[src/assert_macros.svh]
// assertion macros for the rtl file ducu_back, which checks its own logic
`ifndef ASSERT_MACROS_SVH
`define ASSERT_MACROS_SVH

// property must hold at every clock edge outside reset
`define ASSERT_HOLDS(label, prop, msg) \
   label: assert property (@(posedge clock) disable iff (reset) (prop)) \
      else $error(msg);

// condition must never be true outside reset
`define ASSERT_NEVER(label, cond, msg) \
   label: assert property (@(posedge clock) disable iff (reset) !(cond)) \
      else $error(msg);

`endif

[src/ducu_pkg.sv]
// shared widths, codes and types of the decimal up/down counter
package ducu_pkg;

   localparam int NUM_DIGITS   = 4;
   localparam int COUNT_DIGITS = 4;
   localparam int COUNT_W      = 14;
   localparam int FUNC_W       = 2;
   localparam int CHAR_W       = 8;
   localparam int QUEUE_DEPTH  = 2;

   localparam logic [FUNC_W-1:0] FUNC_RX   = 2'd0;
   localparam logic [FUNC_W-1:0] FUNC_DOWN = 2'd1;
   localparam logic [FUNC_W-1:0] FUNC_UP   = 2'd2;

   localparam logic [CHAR_W-1:0] ASCII_ZERO = 8'd48;
   localparam logic [CHAR_W-1:0] CHAR_LF    = 8'd10;
   localparam logic [CHAR_W-1:0] CHAR_CR    = 8'd13;

   typedef logic [COUNT_DIGITS-1:0][3:0] digits_type;

   typedef struct packed {
      digits_type         digits;
      logic [COUNT_W-1:0] value;
   } entry_type;

endpackage

[src/ducu_channels.sv]
// request and response channel interfaces
interface ducu_req_if;
   logic                         valid;
   logic                         ready;
   logic [ducu_pkg::FUNC_W-1:0]  func;
   logic [ducu_pkg::CHAR_W-1:0]  rx_char;

   modport source (output valid, func, rx_char, input ready);
   modport sink (input valid, func, rx_char, output ready);
endinterface

interface ducu_rsp_if;
   logic                         valid;
   logic                         ready;
   logic [ducu_pkg::CHAR_W-1:0]  tx_char;
   logic                         last;
   logic [ducu_pkg::COUNT_W-1:0] count_value;

   modport source (output valid, tx_char, last, count_value, input ready);
   modport sink (input valid, tx_char, last, count_value, output ready);
endinterface

[src/ducu_queue.sv]
// short queue of pending reports between front and back
module ducu_queue (
   input  logic                clock,
   input  logic                reset,
   input  logic                push,
   input  ducu_pkg::entry_type push_entry,
   output logic                full,
   input  logic                pop,
   output logic                head_valid,
   output ducu_pkg::entry_type head_entry
);

   localparam int DEPTH = ducu_pkg::QUEUE_DEPTH;
   localparam int PTR_W = (DEPTH > 1) ? $clog2(DEPTH) : 1;
   localparam int CNT_W = $clog2(DEPTH + 1);

   ducu_pkg::entry_type mem_ff [DEPTH];
   logic [PTR_W-1:0]    wr_ptr_ff, wr_ptr_in;
   logic [PTR_W-1:0]    rd_ptr_ff, rd_ptr_in;
   logic [CNT_W-1:0]    count_ff, count_in;

   function automatic logic [PTR_W-1:0] next_ptr(input logic [PTR_W-1:0] p);
      next_ptr = (p == PTR_W'(DEPTH - 1)) ? '0 : p + PTR_W'(1);
   endfunction

   assign full       = (count_ff == CNT_W'(DEPTH));
   assign head_valid = (count_ff != '0);
   assign head_entry = mem_ff[rd_ptr_ff];

   always_comb begin
      wr_ptr_in = push ? next_ptr(wr_ptr_ff) : wr_ptr_ff;
      rd_ptr_in = pop ? next_ptr(rd_ptr_ff) : rd_ptr_ff;
      count_in  = count_ff;
      if (push && !pop) begin
         count_in = count_ff + CNT_W'(1);
      end else if (pop && !push) begin
         count_in = count_ff - CNT_W'(1);
      end
   end

   always_ff @(posedge clock) begin
      if (push) begin
         mem_ff[wr_ptr_ff] <= push_entry;
      end
   end

   always_ff @(posedge clock) begin
      if (reset) begin
         wr_ptr_ff <= '0;
         rd_ptr_ff <= '0;
         count_ff  <= '0;
      end else begin
         wr_ptr_ff <= wr_ptr_in;
         rd_ptr_ff <= rd_ptr_in;
         count_ff  <= count_in;
      end
   end

endmodule

[src/ducu_front.sv]
// front end: takes requests, runs the word matcher and updates the counter
module ducu_front (
   input  logic                clock,
   input  logic                reset,
   ducu_req_if.sink            req_bus,
   input  logic                queue_full,
   output logic                push,
   output ducu_pkg::entry_type push_entry
);

   localparam int WORD_LEN = 5;
   localparam int MATCH_W  = 3;

   typedef enum logic [1:0] {
      OP_NONE  = 2'd0,
      OP_DOWN  = 2'd1,
      OP_UP    = 2'd2,
      OP_CLEAR = 2'd3
   } op_type;

   logic [ducu_pkg::COUNT_W-1:0] count_ff, count_in;
   ducu_pkg::digits_type         digits_ff, digits_in;
   logic [MATCH_W-1:0]           match_ff, match_in;
   logic                         accept;
   logic                         hit;
   op_type                       op;

   // expected character at each place of "Reset"
   function automatic logic [ducu_pkg::CHAR_W-1:0] word_char(input logic [MATCH_W-1:0] idx);
      unique case (idx)
         3'd0:    word_char = 8'h52;
         3'd1:    word_char = 8'h65;
         3'd2:    word_char = 8'h73;
         3'd3:    word_char = 8'h65;
         3'd4:    word_char = 8'h74;
         default: word_char = 8'h00;
      endcase
   endfunction

   function automatic ducu_pkg::digits_type bcd_up(input ducu_pkg::digits_type d);
      ducu_pkg::digits_type r;
      logic                 carry;
      carry = 1'b1;
      r     = d;
      for (int k = 0; k < ducu_pkg::COUNT_DIGITS; k++) begin
         if (carry) begin
            if (d[k] == 4'd9) begin
               r[k] = 4'd0;
            end else begin
               r[k]  = d[k] + 4'd1;
               carry = 1'b0;
            end
         end
      end
      bcd_up = r;
   endfunction

   function automatic ducu_pkg::digits_type bcd_down(input ducu_pkg::digits_type d);
      ducu_pkg::digits_type r;
      logic                 borrow;
      borrow = 1'b1;
      r      = d;
      for (int k = 0; k < ducu_pkg::COUNT_DIGITS; k++) begin
         if (borrow) begin
            if (d[k] == 4'd0) begin
               r[k] = 4'd9;
            end else begin
               r[k]   = d[k] - 4'd1;
               borrow = 1'b0;
            end
         end
      end
      bcd_down = r;
   endfunction

   assign req_bus.ready = !queue_full;
   assign accept        = req_bus.valid && req_bus.ready;

   always_comb begin
      hit      = (match_ff < MATCH_W'(WORD_LEN)) && (req_bus.rx_char == word_char(match_ff));
      op       = OP_NONE;
      match_in = match_ff;
      if (req_bus.func == ducu_pkg::FUNC_DOWN) begin
         op = OP_DOWN;
      end else if (req_bus.func == ducu_pkg::FUNC_UP) begin
         op = OP_UP;
      end else if (req_bus.func == ducu_pkg::FUNC_RX) begin
         if (hit && match_ff == MATCH_W'(WORD_LEN - 1)) begin
            op       = OP_CLEAR;
            match_in = '0;
         end else begin
            match_in = hit ? match_ff + MATCH_W'(1) : '0;
            if (req_bus.rx_char == 8'h64 || req_bus.rx_char == 8'h44) begin
               op = OP_DOWN;
            end else if (req_bus.rx_char == 8'h75 || req_bus.rx_char == 8'h55) begin
               op = OP_UP;
            end
         end
      end

      unique case (op)
         OP_NONE: begin
            count_in  = count_ff;
            digits_in = digits_ff;
         end
         OP_DOWN: begin
            count_in  = (count_ff == '0) ? ducu_pkg::COUNT_W'(9999)
                                         : count_ff - ducu_pkg::COUNT_W'(1);
            digits_in = bcd_down(digits_ff);
         end
         OP_UP: begin
            count_in  = (count_ff == ducu_pkg::COUNT_W'(9999)) ? '0
                                         : count_ff + ducu_pkg::COUNT_W'(1);
            digits_in = bcd_up(digits_ff);
         end
         OP_CLEAR: begin
            count_in  = '0;
            digits_in = '0;
         end
      endcase
   end

   assign push              = accept && (op != OP_NONE);
   assign push_entry.value  = count_in;
   assign push_entry.digits = digits_in;

   always_ff @(posedge clock) begin
      if (reset) begin
         count_ff  <= '0;
         digits_ff <= '0;
         match_ff  <= '0;
      end else if (accept) begin
         count_ff  <= count_in;
         digits_ff <= digits_in;
         match_ff  <= match_in;
      end
   end

endmodule

[src/ducu_back.sv]
// back end: sends one report byte per cycle through the output register unless the response channel stalls
`include "assert_macros.svh"

module ducu_back #(
   parameter int NUM_DIGITS = ducu_pkg::NUM_DIGITS
) (
   input  logic                clock,
   input  logic                reset,
   input  logic                head_valid,
   input  ducu_pkg::entry_type head_entry,
   output logic                pop,
   ducu_rsp_if.source          rsp_bus
);

   localparam int LAST_IDX = NUM_DIGITS + 1;
   localparam int IDX_W    = $clog2(NUM_DIGITS + 2);

   logic [IDX_W-1:0]                idx_ff, idx_in;
   logic                            rsp_valid_ff;
   logic [ducu_pkg::CHAR_W-1:0]     tx_ff, tx_in;
   logic                            last_ff;
   logic [ducu_pkg::COUNT_W-1:0]    value_ff;
   logic                            advance;
   logic                            emit;
   logic                            at_last;
   logic [3:0]                      digit;

   assign advance = !rsp_valid_ff || rsp_bus.ready;
   assign emit    = advance && head_valid;
   assign at_last = (idx_ff == IDX_W'(LAST_IDX));
   assign pop     = emit && at_last;
   assign idx_in  = at_last ? '0 : idx_ff + IDX_W'(1);

   always_comb begin
      // slots above the stored digits are leading zeros
      digit = 4'd0;
      for (int k = 0; k < ducu_pkg::COUNT_DIGITS; k++) begin
         if (k < NUM_DIGITS) begin
            if (idx_ff == IDX_W'(NUM_DIGITS - 1 - k)) begin
               digit = head_entry.digits[k];
            end
         end
      end
      if (idx_ff < IDX_W'(NUM_DIGITS)) begin
         tx_in = ducu_pkg::ASCII_ZERO + {4'd0, digit};
      end else if (idx_ff == IDX_W'(NUM_DIGITS)) begin
         tx_in = ducu_pkg::CHAR_LF;
      end else begin
         tx_in = ducu_pkg::CHAR_CR;
      end
   end

   always_ff @(posedge clock) begin
      if (reset) begin
         rsp_valid_ff <= 1'b0;
         idx_ff       <= '0;
      end else if (advance) begin
         rsp_valid_ff <= head_valid;
         if (head_valid) begin
            idx_ff <= idx_in;
         end
      end
   end

   always_ff @(posedge clock) begin
      if (emit) begin
         tx_ff    <= tx_in;
         last_ff  <= at_last;
         value_ff <= head_entry.value;
      end
   end

   assign rsp_bus.valid       = rsp_valid_ff;
   assign rsp_bus.tx_char     = tx_ff;
   assign rsp_bus.last        = last_ff;
   assign rsp_bus.count_value = value_ff;

   `ASSERT_NEVER(pop_without_head, pop && !head_valid, "report popped from empty queue")
   `ASSERT_HOLDS(index_wraps, (pop |=> idx_ff == '0), "byte index did not wrap after cr")
   `ASSERT_HOLDS(emit_fills_out, (emit |=> rsp_valid_ff), "emitted byte not presented")

endmodule

[src/decimal_updown_counter_uart_unit.sv]
// top level of the decimal up/down counter with serial report
//
//   channel   dir   payload                          handshake
//   req_bus   in    func, rx_char                    valid/ready
//   rsp_bus   out   tx_char, last, count_value       valid/ready
//
// - a request is taken every cycle while the two-entry report queue has room
// - each counter change yields NUM_DIGITS + 2 response bytes (6 at the default
//   width), one per cycle while the response channel is ready, so the byte
//   emitter in the back end sets the rate of counting requests
// - requests that change nothing give no report and no bytes
// - synchronous reset clears the counter, the matcher, the queue and the emitter
// - a stalled response holds its byte while the front keeps taking requests
//   until the report queue is full
module decimal_updown_counter_uart_unit #(
   parameter int NUM_DIGITS = ducu_pkg::NUM_DIGITS
) (
   input  logic        clock,
   input  logic        reset,
   ducu_req_if.sink    req_bus,
   ducu_rsp_if.source  rsp_bus
);

   // front to queue
   logic                push;
   ducu_pkg::entry_type push_entry;
   logic                queue_full;

   // queue to back
   logic                head_valid;
   ducu_pkg::entry_type head_entry;
   logic                pop;

   // request decode, word matcher, binary and bcd counters
   ducu_front u_front (
      .clock      (clock),
      .reset      (reset),
      .req_bus    (req_bus),
      .queue_full (queue_full),
      .push       (push),
      .push_entry (push_entry)
   );

   // pending reports, lets front and back stall apart
   ducu_queue u_queue (
      .clock      (clock),
      .reset      (reset),
      .push       (push),
      .push_entry (push_entry),
      .full       (queue_full),
      .pop        (pop),
      .head_valid (head_valid),
      .head_entry (head_entry)
   );

   // digit, lf and cr sequencing into the response register
   ducu_back #(
      .NUM_DIGITS (NUM_DIGITS)
   ) u_back (
      .clock      (clock),
      .reset      (reset),
      .head_valid (head_valid),
      .head_entry (head_entry),
      .pop        (pop),
      .rsp_bus    (rsp_bus)
   );

endmodule

[src/flat_wrapper.sv]
// flat-port wrapper written by rule: the top's interface ports become plain ports
module decimal_updown_counter_uart_unit_flat 
#(
   parameter int NUM_DIGITS = ducu_pkg::NUM_DIGITS
)
  (clock, reset, req_bus_valid, req_bus_func, req_bus_rx_char, req_bus_ready, rsp_bus_valid, rsp_bus_tx_char, rsp_bus_last, rsp_bus_count_value, rsp_bus_ready);
  ducu_req_if req_bus_i ();
  ducu_rsp_if rsp_bus_i ();
  input  logic clock;
  input  logic reset;
  input wire logic [$bits(req_bus_i.valid)-1:0] req_bus_valid;
  input wire logic [$bits(req_bus_i.func)-1:0] req_bus_func;
  input wire logic [$bits(req_bus_i.rx_char)-1:0] req_bus_rx_char;
  output wire logic [$bits(req_bus_i.ready)-1:0] req_bus_ready;
  output wire logic [$bits(rsp_bus_i.valid)-1:0] rsp_bus_valid;
  output wire logic [$bits(rsp_bus_i.tx_char)-1:0] rsp_bus_tx_char;
  output wire logic [$bits(rsp_bus_i.last)-1:0] rsp_bus_last;
  output wire logic [$bits(rsp_bus_i.count_value)-1:0] rsp_bus_count_value;
  input wire logic [$bits(rsp_bus_i.ready)-1:0] rsp_bus_ready;
  assign req_bus_i.valid = req_bus_valid;
  assign req_bus_i.func = req_bus_func;
  assign req_bus_i.rx_char = req_bus_rx_char;
  assign req_bus_ready = req_bus_i.ready;
  assign rsp_bus_valid = rsp_bus_i.valid;
  assign rsp_bus_tx_char = rsp_bus_i.tx_char;
  assign rsp_bus_last = rsp_bus_i.last;
  assign rsp_bus_count_value = rsp_bus_i.count_value;
  assign rsp_bus_i.ready = rsp_bus_ready;
  decimal_updown_counter_uart_unit #(.NUM_DIGITS(NUM_DIGITS)) u_core (.clock(clock), .reset(reset), .req_bus(req_bus_i), .rsp_bus(rsp_bus_i));
endmodule
[config.mk]
export PLATFORM = sky130hd
export DESIGN_NAME = decimal_updown_counter_uart_unit_flat
export DESIGN_NICKNAME = d
export VERILOG_FILES = /design/src/ducu_pkg.sv /design/src/ducu_channels.sv /design/src/ducu_queue.sv /design/src/ducu_front.sv /design/src/ducu_back.sv /design/src/decimal_updown_counter_uart_unit.sv /design/src/flat_wrapper.sv
export VERILOG_INCLUDE_DIRS = /design/src /design/src/src
export SDC_FILE = /design/constraint.sdc
export NUM_CORES = 1
export LEC_CHECK = 0
export BUFFER_PORTS_ARGS = -buffer_cell sky130_fd_sc_hd__buf_2
export CORE_ASPECT_RATIO = 0.5
export CORE_MARGIN = 10
export CORE_UTILIZATION = 66
export CTS_CLUSTER_DIAMETER = 200
export DETAILED_ROUTE_END_ITERATION = 10
export GPL_TIMING_DRIVEN = 0
export HOLD_SLACK_MARGIN = 0.15
export PLACE_DENSITY = 0.85
export SETUP_SLACK_MARGIN = 0.15
export SLEW_MARGIN = 25
export SYNTH_ARGS = -nofsm -noshare
export SYNTH_HDL_FRONTEND = slang
export SYNTH_SLANG_ARGS = --single-unit
[constraint.sdc]
create_clock -name clock -period 6.6 [get_ports clock]
set_input_delay 0.66 -clock clock [delete_from_list [all_inputs] [get_ports clock]]
set_output_delay 0.66 -clock clock [all_outputs]
set_load 0.005 [all_outputs]
==> results.json, run 1 <==
{
  "maxSlewViolCount": 0,
  "ys_warn_count": 0,
  "postCtsResizedCells": 0,
  "grt_pass1_vias": 5572,
  "initial_core_util": 0.6938,
  "ys_ff_latch": 122,
  "cts_root_buf": "clkbuf_16",
  "post-route-drc-count": 0,
  "wire_per_inst_um": 21.86,
  "clk_pin_slew_ns": 0.06,
  "ant_nets": 0,
  "worstPathArrival_ns": 3.81,
  "synth_cell_types": 69,
  "num_antenna_cells": 0,
  "end_kind": "flop",
  "required_ns": 6.68,
  "track_usage": 0.2585,
  "slew_headroom": 0.2145,
  "gp_congestion": 1.023,
  "nets": 777,
  "cts_inserted_buffers": 17,
  "drt_first_pass_iters": 6,
  "synth.largest_area_cell": "edfxtp_1",
  "ctsHoldBuffers": 0,
  "met1_length_mm": 7.463,
  "vias": 6036,
  "worstMarginPinSlew_ns": 1.164,
  "wl_met2_mm": 8.245,
  "cts.sinks": 122,
  "synth_area_per_cell_um2": 9.865,
  "fin_skew_ns": 0.009225,
  "synthTopCellsByArea": "edfxtp_1, dfxtp_1, ha_1",
  "tns_ns": 0,
  "drtIter0Drc": 964,
  "r2r_slack_ns": 2.87,
  "vias_per_cell": 6.813,
  "hold_depth": 2,
  "path_max_fanout": 10,
  "port_buffers": 35,
  "routed-wl-met3_mm": 3.120,
  "num_io_pins": 39,
  "synth-main-ff-cell": "edfxtp_1",
  "yosys.area.top_type_share": 0.3571,
  "async_reset_ff_frac": 0,
  "path_class": "reg -> reg",
  "cts_tree": "built",
  "outcome": "completed",
  "cellPowerDensity_mw_per_mm2": 279.0,
  "cap_violations": 0,
  "cts_max_level": 4,
  "gr-total-overflow": 0,
  "grt_max_degree": 31,
  "peakVddDrop_uv": 184.3,
  "drive_above_1_share": 0.1558,
  "clockBufferDepth": 2,
  "syn2layout_area_growth_pct": 14.13,
  "timing.fmax_mhz": 267.8,
  "dp.cells": 854,
  "synth_area_mm2": 0.006728,
  "finalCriticalPeriod_ns": 3.735,
  "min_to": "u_core.u_queue.rd_ptr_ff$_SDFFE_PP0P_",
  "rows": 25,
  "hold_viol": 0,
  "rr_endpoint": "u_core.u_queue.mem_ff[1][21]$_DFFE_PP_",
  "synth-seq-area-share": 0.4821,
  "grt_pass1_wl_mm": 30.30,
  "period_share": 0.5658,
  "fp.dieH_um": 91.39,
  "routed_wl_mm": 19.37,
  "rsz0062_at_grt": "no",
  "top_layer": "met4",
  "dp_hpwl_mm": 12.66,
  "reg2reg_from": "u_core.u_front.match_ff[2]$_SDFFE_PP0P_",
  "die-area_mm2": 0.01488,
  "hold_class": "reg -> reg",
  "min_from": "u_core.u_queue.rd_ptr_ff$_SDFFE_PP0P_",
  "antenna_found_initial": 0,
  "post_cts_buffers": 0,
  "syn_inst": 682,
  "core_mm2": 0.009697,
  "r2r_cells": 12,
  "finalSetupViolations": 0,
  "synth-edff-count": 80,
  "leakagePower_uw": 0.002739,
  "clock_latency_ns": 0.43,
  "start_kind": "flop",
  "instances_no_fill": 886,
  "die_width_um": 162.8
}
[metal layers]
layer,up-vias,GRT usage
li1,2656,-
met1,2806,0.3366
met2,493,0.3840
met3,81,0.09955
met4,0,0.09179
met5,-,0
[how the worst max path moves through the flow]
| stage | startpoint | to | slack, ns | cells after the start |
|---|---|---|---|---|
| 2_1_floorplan | u_core.u_front.match_ff[2]$_SDFFE_PP0P_ | u_core.u_queue.mem_ff[0][0]$_DFFE_PP_ | 2.83 | 10 |
| 3_3_place_gp | req_bus_rx_char[1] | u_core.u_queue.mem_ff[0][11]$_DFFE_PP_ | 1.95 | 8 |
| 3_5_place_dp | req_bus_rx_char[1] | u_core.u_queue.mem_ff[1][11]$_DFFE_PP_ | 2.92 | 9 |
| 4_1_cts | u_core.u_front.match_ff[2]$_SDFFE_PP0P_ | u_core.u_queue.mem_ff[1][17]$_DFFE_PP_ | 2.92 | 11 |
| 5_1_grt | u_core.u_front.match_ff[2]$_SDFFE_PP0P_ | u_core.u_queue.mem_ff[1][9]$_DFFE_PP_ | 2.55 | 11 |
| 6_report | u_core.u_front.match_ff[2]$_SDFFE_PP0P_ | u_core.u_queue.mem_ff[1][21]$_DFFE_PP_ | 2.87 | 12 |
[flip-flops by register name (all words and copies together) (netlist names), named ones only]
name / count
u_core.u_queue.mem_ff: 60
u_core.u_front.digits_ff: 16
u_core.u_back.rsp_bus.count_value: 14
u_core.u_front.count_ff: 14
u_core.u_back.rsp_bus.tx_char: 5
u_core.u_back.idx_ff: 3
u_core.u_front.match_ff: 3
u_core.u_queue.count_ff: 2
u_core.u_back.rsp_bus.last: 1
u_core.u_back.rsp_bus.valid: 1
u_core.u_queue.rd_ptr_ff: 1
u_core.u_queue.wr_ptr_ff: 1
[critical path, cell delays in order (launching register included)]
cell and delay, ns:
dfxtp_1 0.30, clkbuf_1 0.27, inv_1 0.11, ha_1 0.27, nor4_1 0.19, nor3_1 0.09, a211o_1 0.37, o41ai_4 0.56
buf_2 0.37, buf_2 0.31, nor3_1 0.09, a21oi_1 0.17, o21ai_0 0.26
[cell type report]
| class | instances | area, µm² |
|---|---|---|
| repair buffers | 36 | 202.7 |
| inverters | 31 | 116.4 |
| clock buffers | 19 | 442.9 |
| clock inverters | 13 | 122.6 |
| multi-input cells | 484 | 3186 |
| flip-flops and latches | 122 | 3243 |
| well taps | 135 | 168.9 |
| plain buffers | 46 | 196.4 |
| fillers | 628 | 2018 |
[power breakdown]
| part | internal, µW | switching (µW) | total, µW |
|---|---|---|---|
| Sequential | 877 | 26.3 | 903 |
| Combinational | 113 | 227 | 340 |
| Clock | 530 | 369 | 900 |
| Total | 1520 | 622 | 2140 |
[layout by cell type, fill, tap and decap left out, types with 6 or more instances in the layout]
cell type / netlist / final
nand3_1: 18 / 18
dfxtp_1: 42 / 42
xnor2_1: 7 / 7
nor2b_1: 8 / 8
mux2_2: 20 / 20
a21o_1: 6 / 6
and2_1: 12 / 11
edfxtp_1: 80 / 80
nor3b_1: 6 / 6
o21ai_0: 51 / 51
and3_1: 9 / 9
nand2_1: 36 / 36
buf_2: 9 / 44
clkbuf_16: 0 / 17
ha_1: 25 / 25
inv_1: 30 / 30
a21oi_1: 52 / 52
nor3_1: 24 / 24
mux2i_1: 13 / 13
a31oi_1: 13 / 13
clkbuf_1: 32 / 32
a311oi_1: 6 / 6
nor2_1: 62 / 61
o21a_1: 6 / 6
nand2b_1: 8 / 8
[per-stage QoR]
| stage | setup slack, ns | hold slack [ns] | area [µm²] | util | power [µW] |
|---|---|---|---|---|---|
| after floorplan | 2.832 | 0.4725 | 6731 | - | 1124 |
| after CTS | 2.918 | 0.5169 | 7679 | 0.7919 | 2120 |
| final | 2.865 | 0.5243 | 7679 | 0.7919 | 2143 |
| after global routing | 2.550 | 0.5663 | 7679 | 0.7919 | 2205 |
| after detailed placement | 2.921 | 0.5059 | 7113 | 0.7335 | 1233 |
| after global placement | 1.947 | 0.4790 | 7076 | 0.7297 | 1217 |
[cells in the mapped netlist (5+ instances only)]
master,instances
nor2_1,62
a221oi_1,5
edfxtp_1,80
mux2i_1,13
buf_2,9
nor4_1,5
nand2b_1,8
nand4_1,5
a311oi_1,6
nor2b_1,8
ha_1,25
nor3b_1,6
or2_2,5
nor3_1,24
and3_1,9
inv_1,30
o21a_1,6
clkbuf_1,32
dfxtp_1,42
mux2_2,20
nand2_1,36
xnor2_1,7
o22ai_1,5
and2_1,12
a21oi_1,52
or3_1,5
a31oi_1,13
a21o_1,6
o21ai_0,51
nand3_1,18
[cells by family after synthesis]
group                      synth area share
and+or+nand+nor                      0.1590
AOI/OAI and AO/OA                    0.1984
DFF                                  0.4821
buffers and inverters               0.04631
muxes                               0.05282
adders and majority gates           0.04649
xor gates and xnor gates            0.01432
other                             0.0005574
Power figures use the tool's default switching activity.
==> inputs of run 2 (changes only) <==
ABC_AREA = 1   (was default)
CORE_UTILIZATION = 56   (was 66)
PLACE_DENSITY = 0.77   (was 0.85)
clock period = 3 ns   (was 6.6 ns; I/O delays follow)
==> run 2 against run 1 <==
Against the previous run: flip-flop and latch count did not move; hold slack got worse by 0.28 ns; synthesized cell count rose by 28%; worst setup slack got worse by 2.6 ns; sequential power rose by 120%; routed wire length barely moved; critical path type unchanged; critical endpoint is now u_core.u_queue.mem_ff[0][25]$_DFFE_PP_; highest routed layer unchanged.
==> results.json, run 2 <==
{
  "hold_viol": 0,
  "clock_latency_ns": 0.42,
  "rr_endpoint": "u_core.u_queue.mem_ff[0][25]$_DFFE_PP_",
  "start_kind": "flop",
  "core_mm2": 0.01205,
  "gp_congestion": 0.9703,
  "finalCriticalPeriod_ns": 2.784,
  "wl_met2_mm": 8.247,
  "dp.cells": 1075,
  "seq_area_mm2": 0.003251,
  "cts_inserted_buffers": 17,
  "multi_input_area_mm2": 0.003396,
  "mostFrequentLayoutCell": "nand2_1",
  "post-route-drc-count": 0,
  "largest_reg_flops": 60,
  "min_to": "u_core.u_back.rsp_bus.valid$_SDFFE_PP0N_",
  "cts_root_buf": "clkbuf_16",
  "rows": 28,
  "synth.largest_area_cell": "edfxtp_1",
  "cts.sinks": 122,
  "vias": 6387,
  "worstMarginPinSlew_ns": 0.9293,
  "fin_skew_ns": 0.007777,
  "r2r_cells": 19,
  "ys_warn_count": 0,
  "cellPowerDensity_mw_per_mm2": 588.7,
  "ant_nets": 0,
  "period_share": 0.9281,
  "path_class": "reg -> reg",
  "reg2reg_from": "u_core.u_front.match_ff[1]$_SDFFE_PP0P_",
  "hold_depth": 4,
  "track_usage": 0.2105,
  "synth-seq-area-share": 0.4615,
  "synth-edff-count": 80,
  "instances_no_fill": 1136,
  "fp.dieH_um": 99.22,
  "most-common-layout-cells": "nand2_1, nor2_1, inv_1",
  "vias_per_cell": 5.622,
  "drt_first_pass_iters": 6,
  "grt_pass1_wl_mm": 29.57,
  "met1_length_mm": 8.323,
  "hold_class": "in -> reg",
  "synth_area_per_cell_um2": 8.050,
  "path_max_fanout": 7,
  "worstPathArrival_ns": 2.92,
  "drive_above_1_share": 0.1740,
  "grt_pass1_vias": 5747,
  "nets": 997,
  "min_from": "rsp_bus_ready",
  "slew_headroom": 0.3757,
  "timing.fmax_mhz": 359.1,
  "num_io_pins": 39,
  "grt_max_degree": 26,
  "leakagePower_uw": 0.003683,
  "routed_wl_mm": 19.38,
  "critPathLaunch": "u_core.u_front.match_ff[1]$_SDFFE_PP0P_",
  "yosysMostFrequentCell": "nand2_1",
  "die_width_um": 178.4,
  "rsz0062_at_grt": "yes",
  "maxSlewViolCount": 0,
  "gr-total-overflow": 0,
  "wire_per_inst_um": 17.06,
  "dp_hpwl_mm": 12.58,
  "synthTopCellsByArea": "edfxtp_1, dfxtp_1, nand2_1",
  "synth-main-ff-cell": "edfxtp_1",
  "cap_violations": 0,
  "synth_common_cells": "nand2_1, nor2_1, inv_1",
  "top_layer": "met4",
  "largestRegisters": "u_core.u_queue.mem_ff x60, u_core.u_front.digits_ff x16",
  "syn_inst": 873,
  "port_buffers": 36,
  "drtIter0Drc": 787,
  "routed-wl-met3_mm": 2.455,
  "tns_ns": 0,
  "die-area_mm2": 0.01770,
  "r2r_slack_ns": 0.22,
  "clk_pin_slew_ns": 0.06,
  "cts_tree": "built",
  "end_kind": "flop",
  "n_fill_cell": 906,
  "clockBufferDepth": 2,
  "synth_area_mm2": 0.007028,
  "num_antenna_cells": 0,
  "cts_max_level": 4,
  "outcome": "completed",
  "initial_core_util": 0.5832,
  "synth_cell_types": 47,
  "yosys.area.top_type_share": 0.3418,
  "ys_ff_latch": 122,
  "required_ns": 3.13,
  "async_reset_ff_frac": 0,
  "syn2layout_area_growth_pct": 20.62,
  "top_register": "u_core.u_queue.mem_ff",
  "peakVddDrop_uv": 425.5,
  "finalSetupViolations": 0,
  "antenna_found_initial": 0
}
-- run 2: cell types whose count changed after synthesis, moves of 10 or more --
cell	delta
nand2_1	+160
mux2i_1	-13
o21ai_0	+14
nand4_1	+10
mux2_2	-20
and2_1	-12
a21oi_1	-27
nand3_1	+52
clkbuf_1	-21
xor2_1	+14
o211ai_1	+20
a31oi_1	-10
inv_1	+58
nor2_1	+57
-- run 2: worst max-delay path by stage --
stage	endpoint	slack, ns	cells past startpoint
final	u_core.u_queue.mem_ff[0][25]$_DFFE_PP_	0.22	19
after global routing	u_core.u_queue.mem_ff[0][10]$_DFFE_PP_	0.11	17
after CTS	u_core.u_queue.count_ff[1]$_SDFFE_PP0P_	0.16	21
after detailed placement	u_core.u_queue.mem_ff[0][14]$_DFFE_PP_	-0.30	18
after global placement	u_core.u_queue.mem_ff[0][5]$_DFFE_PP_	-0.26	18
after floorplan	u_core.u_queue.mem_ff[0][0]$_DFFE_PP_	0.27	18
-- run 2: repair_timing --
action,in CTS,in global routing
hold endpoints to repair,4,0
buffers inserted,9,15
hold buffers,1,0
endpoints found under the setup margin,62,113
gates resized for setup,11,41
cloned,2,2
pin swaps,8,18
-- run 2: metal layers --
layer | GRT usage | vias up
li1 | - | 3101
met1 | 0.2904 | 2905
met2 | 0.3083 | 348
met3 | 0.06453 | 33
met4 | 0.06822 | 0
met5 | 0 | -
-- run 2: cell families (layout without fill, tap and decap cells) --
logic type | count (synthesis) | after routing | synth area share
other | 1 | 2 | 0.0005336
AOI/OAI and AO/OA | 138 | 138 | 0.1139
DFF | 122 | 122 | 0.4615
adders and majority gates | 25 | 25 | 0.04451
and+or+nand+nor | 442 | 444 | 0.2777
buffers and inverters | 126 | 221 | 0.07815
xor gates and xnor gates | 19 | 19 | 0.02368
-- run 2: worst max-delay path: stages, from the launching register on --
cell and delay [ns]:
dfxtp_4 0.37, ha_4 0.16, ha_4 0.16, inv_4 0.06
nand2_4 0.05, nor2_4 0.11, nand2_1 0.06, nand2_1 0.06
nand2_1 0.07, nor2_2 0.16, nand3_2 0.16, nand2_4 0.14
nand2_4 0.06, nand2_4 0.10, nor2_8 0.07, inv_8 0.09
nand2_8 0.09, buf_12 0.17, nor2_4 0.15, clkbuf_16 0.18
-- run 2: power breakdown --
part / total (µW) / switching (µW) / internal (µW)
combinational: 967 / 629 / 338
clock: 2000 / 894 / 1110
sequential: 2020 / 72.0 / 1950
-- run 2: layout make-up --
cell class	instances	area share
buffer	31	0.02627
multi-input combinational	628	0.4006
inverter	95	0.04325
tap	165	0.02435
sequential	122	0.3835
timing repair buffer	63	0.05446
clock inverter	15	0.01742
clock buffer	17	0.05018
-- run 2: stage by stage --
stage / instance area [µm²] / power, µW / setup WS, ns / utilization / hold slack [ns]
after floorplan: 7051 / 2648 / 0.2717 / - / 0.3691
after CTS: 8165 / 4908 / 0.1646 / 0.6775 / 0.2424
after global placement: 7437 / 2882 / -0.2571 / 0.6171 / 0.4374
after global routing: 8477 / 5199 / 0.1102 / 0.7034 / 0.2600
after detailed placement: 7445 / 2908 / -0.2970 / 0.6177 / 0.4471
final: 8477 / 4990 / 0.2156 / 0.7034 / 0.2459
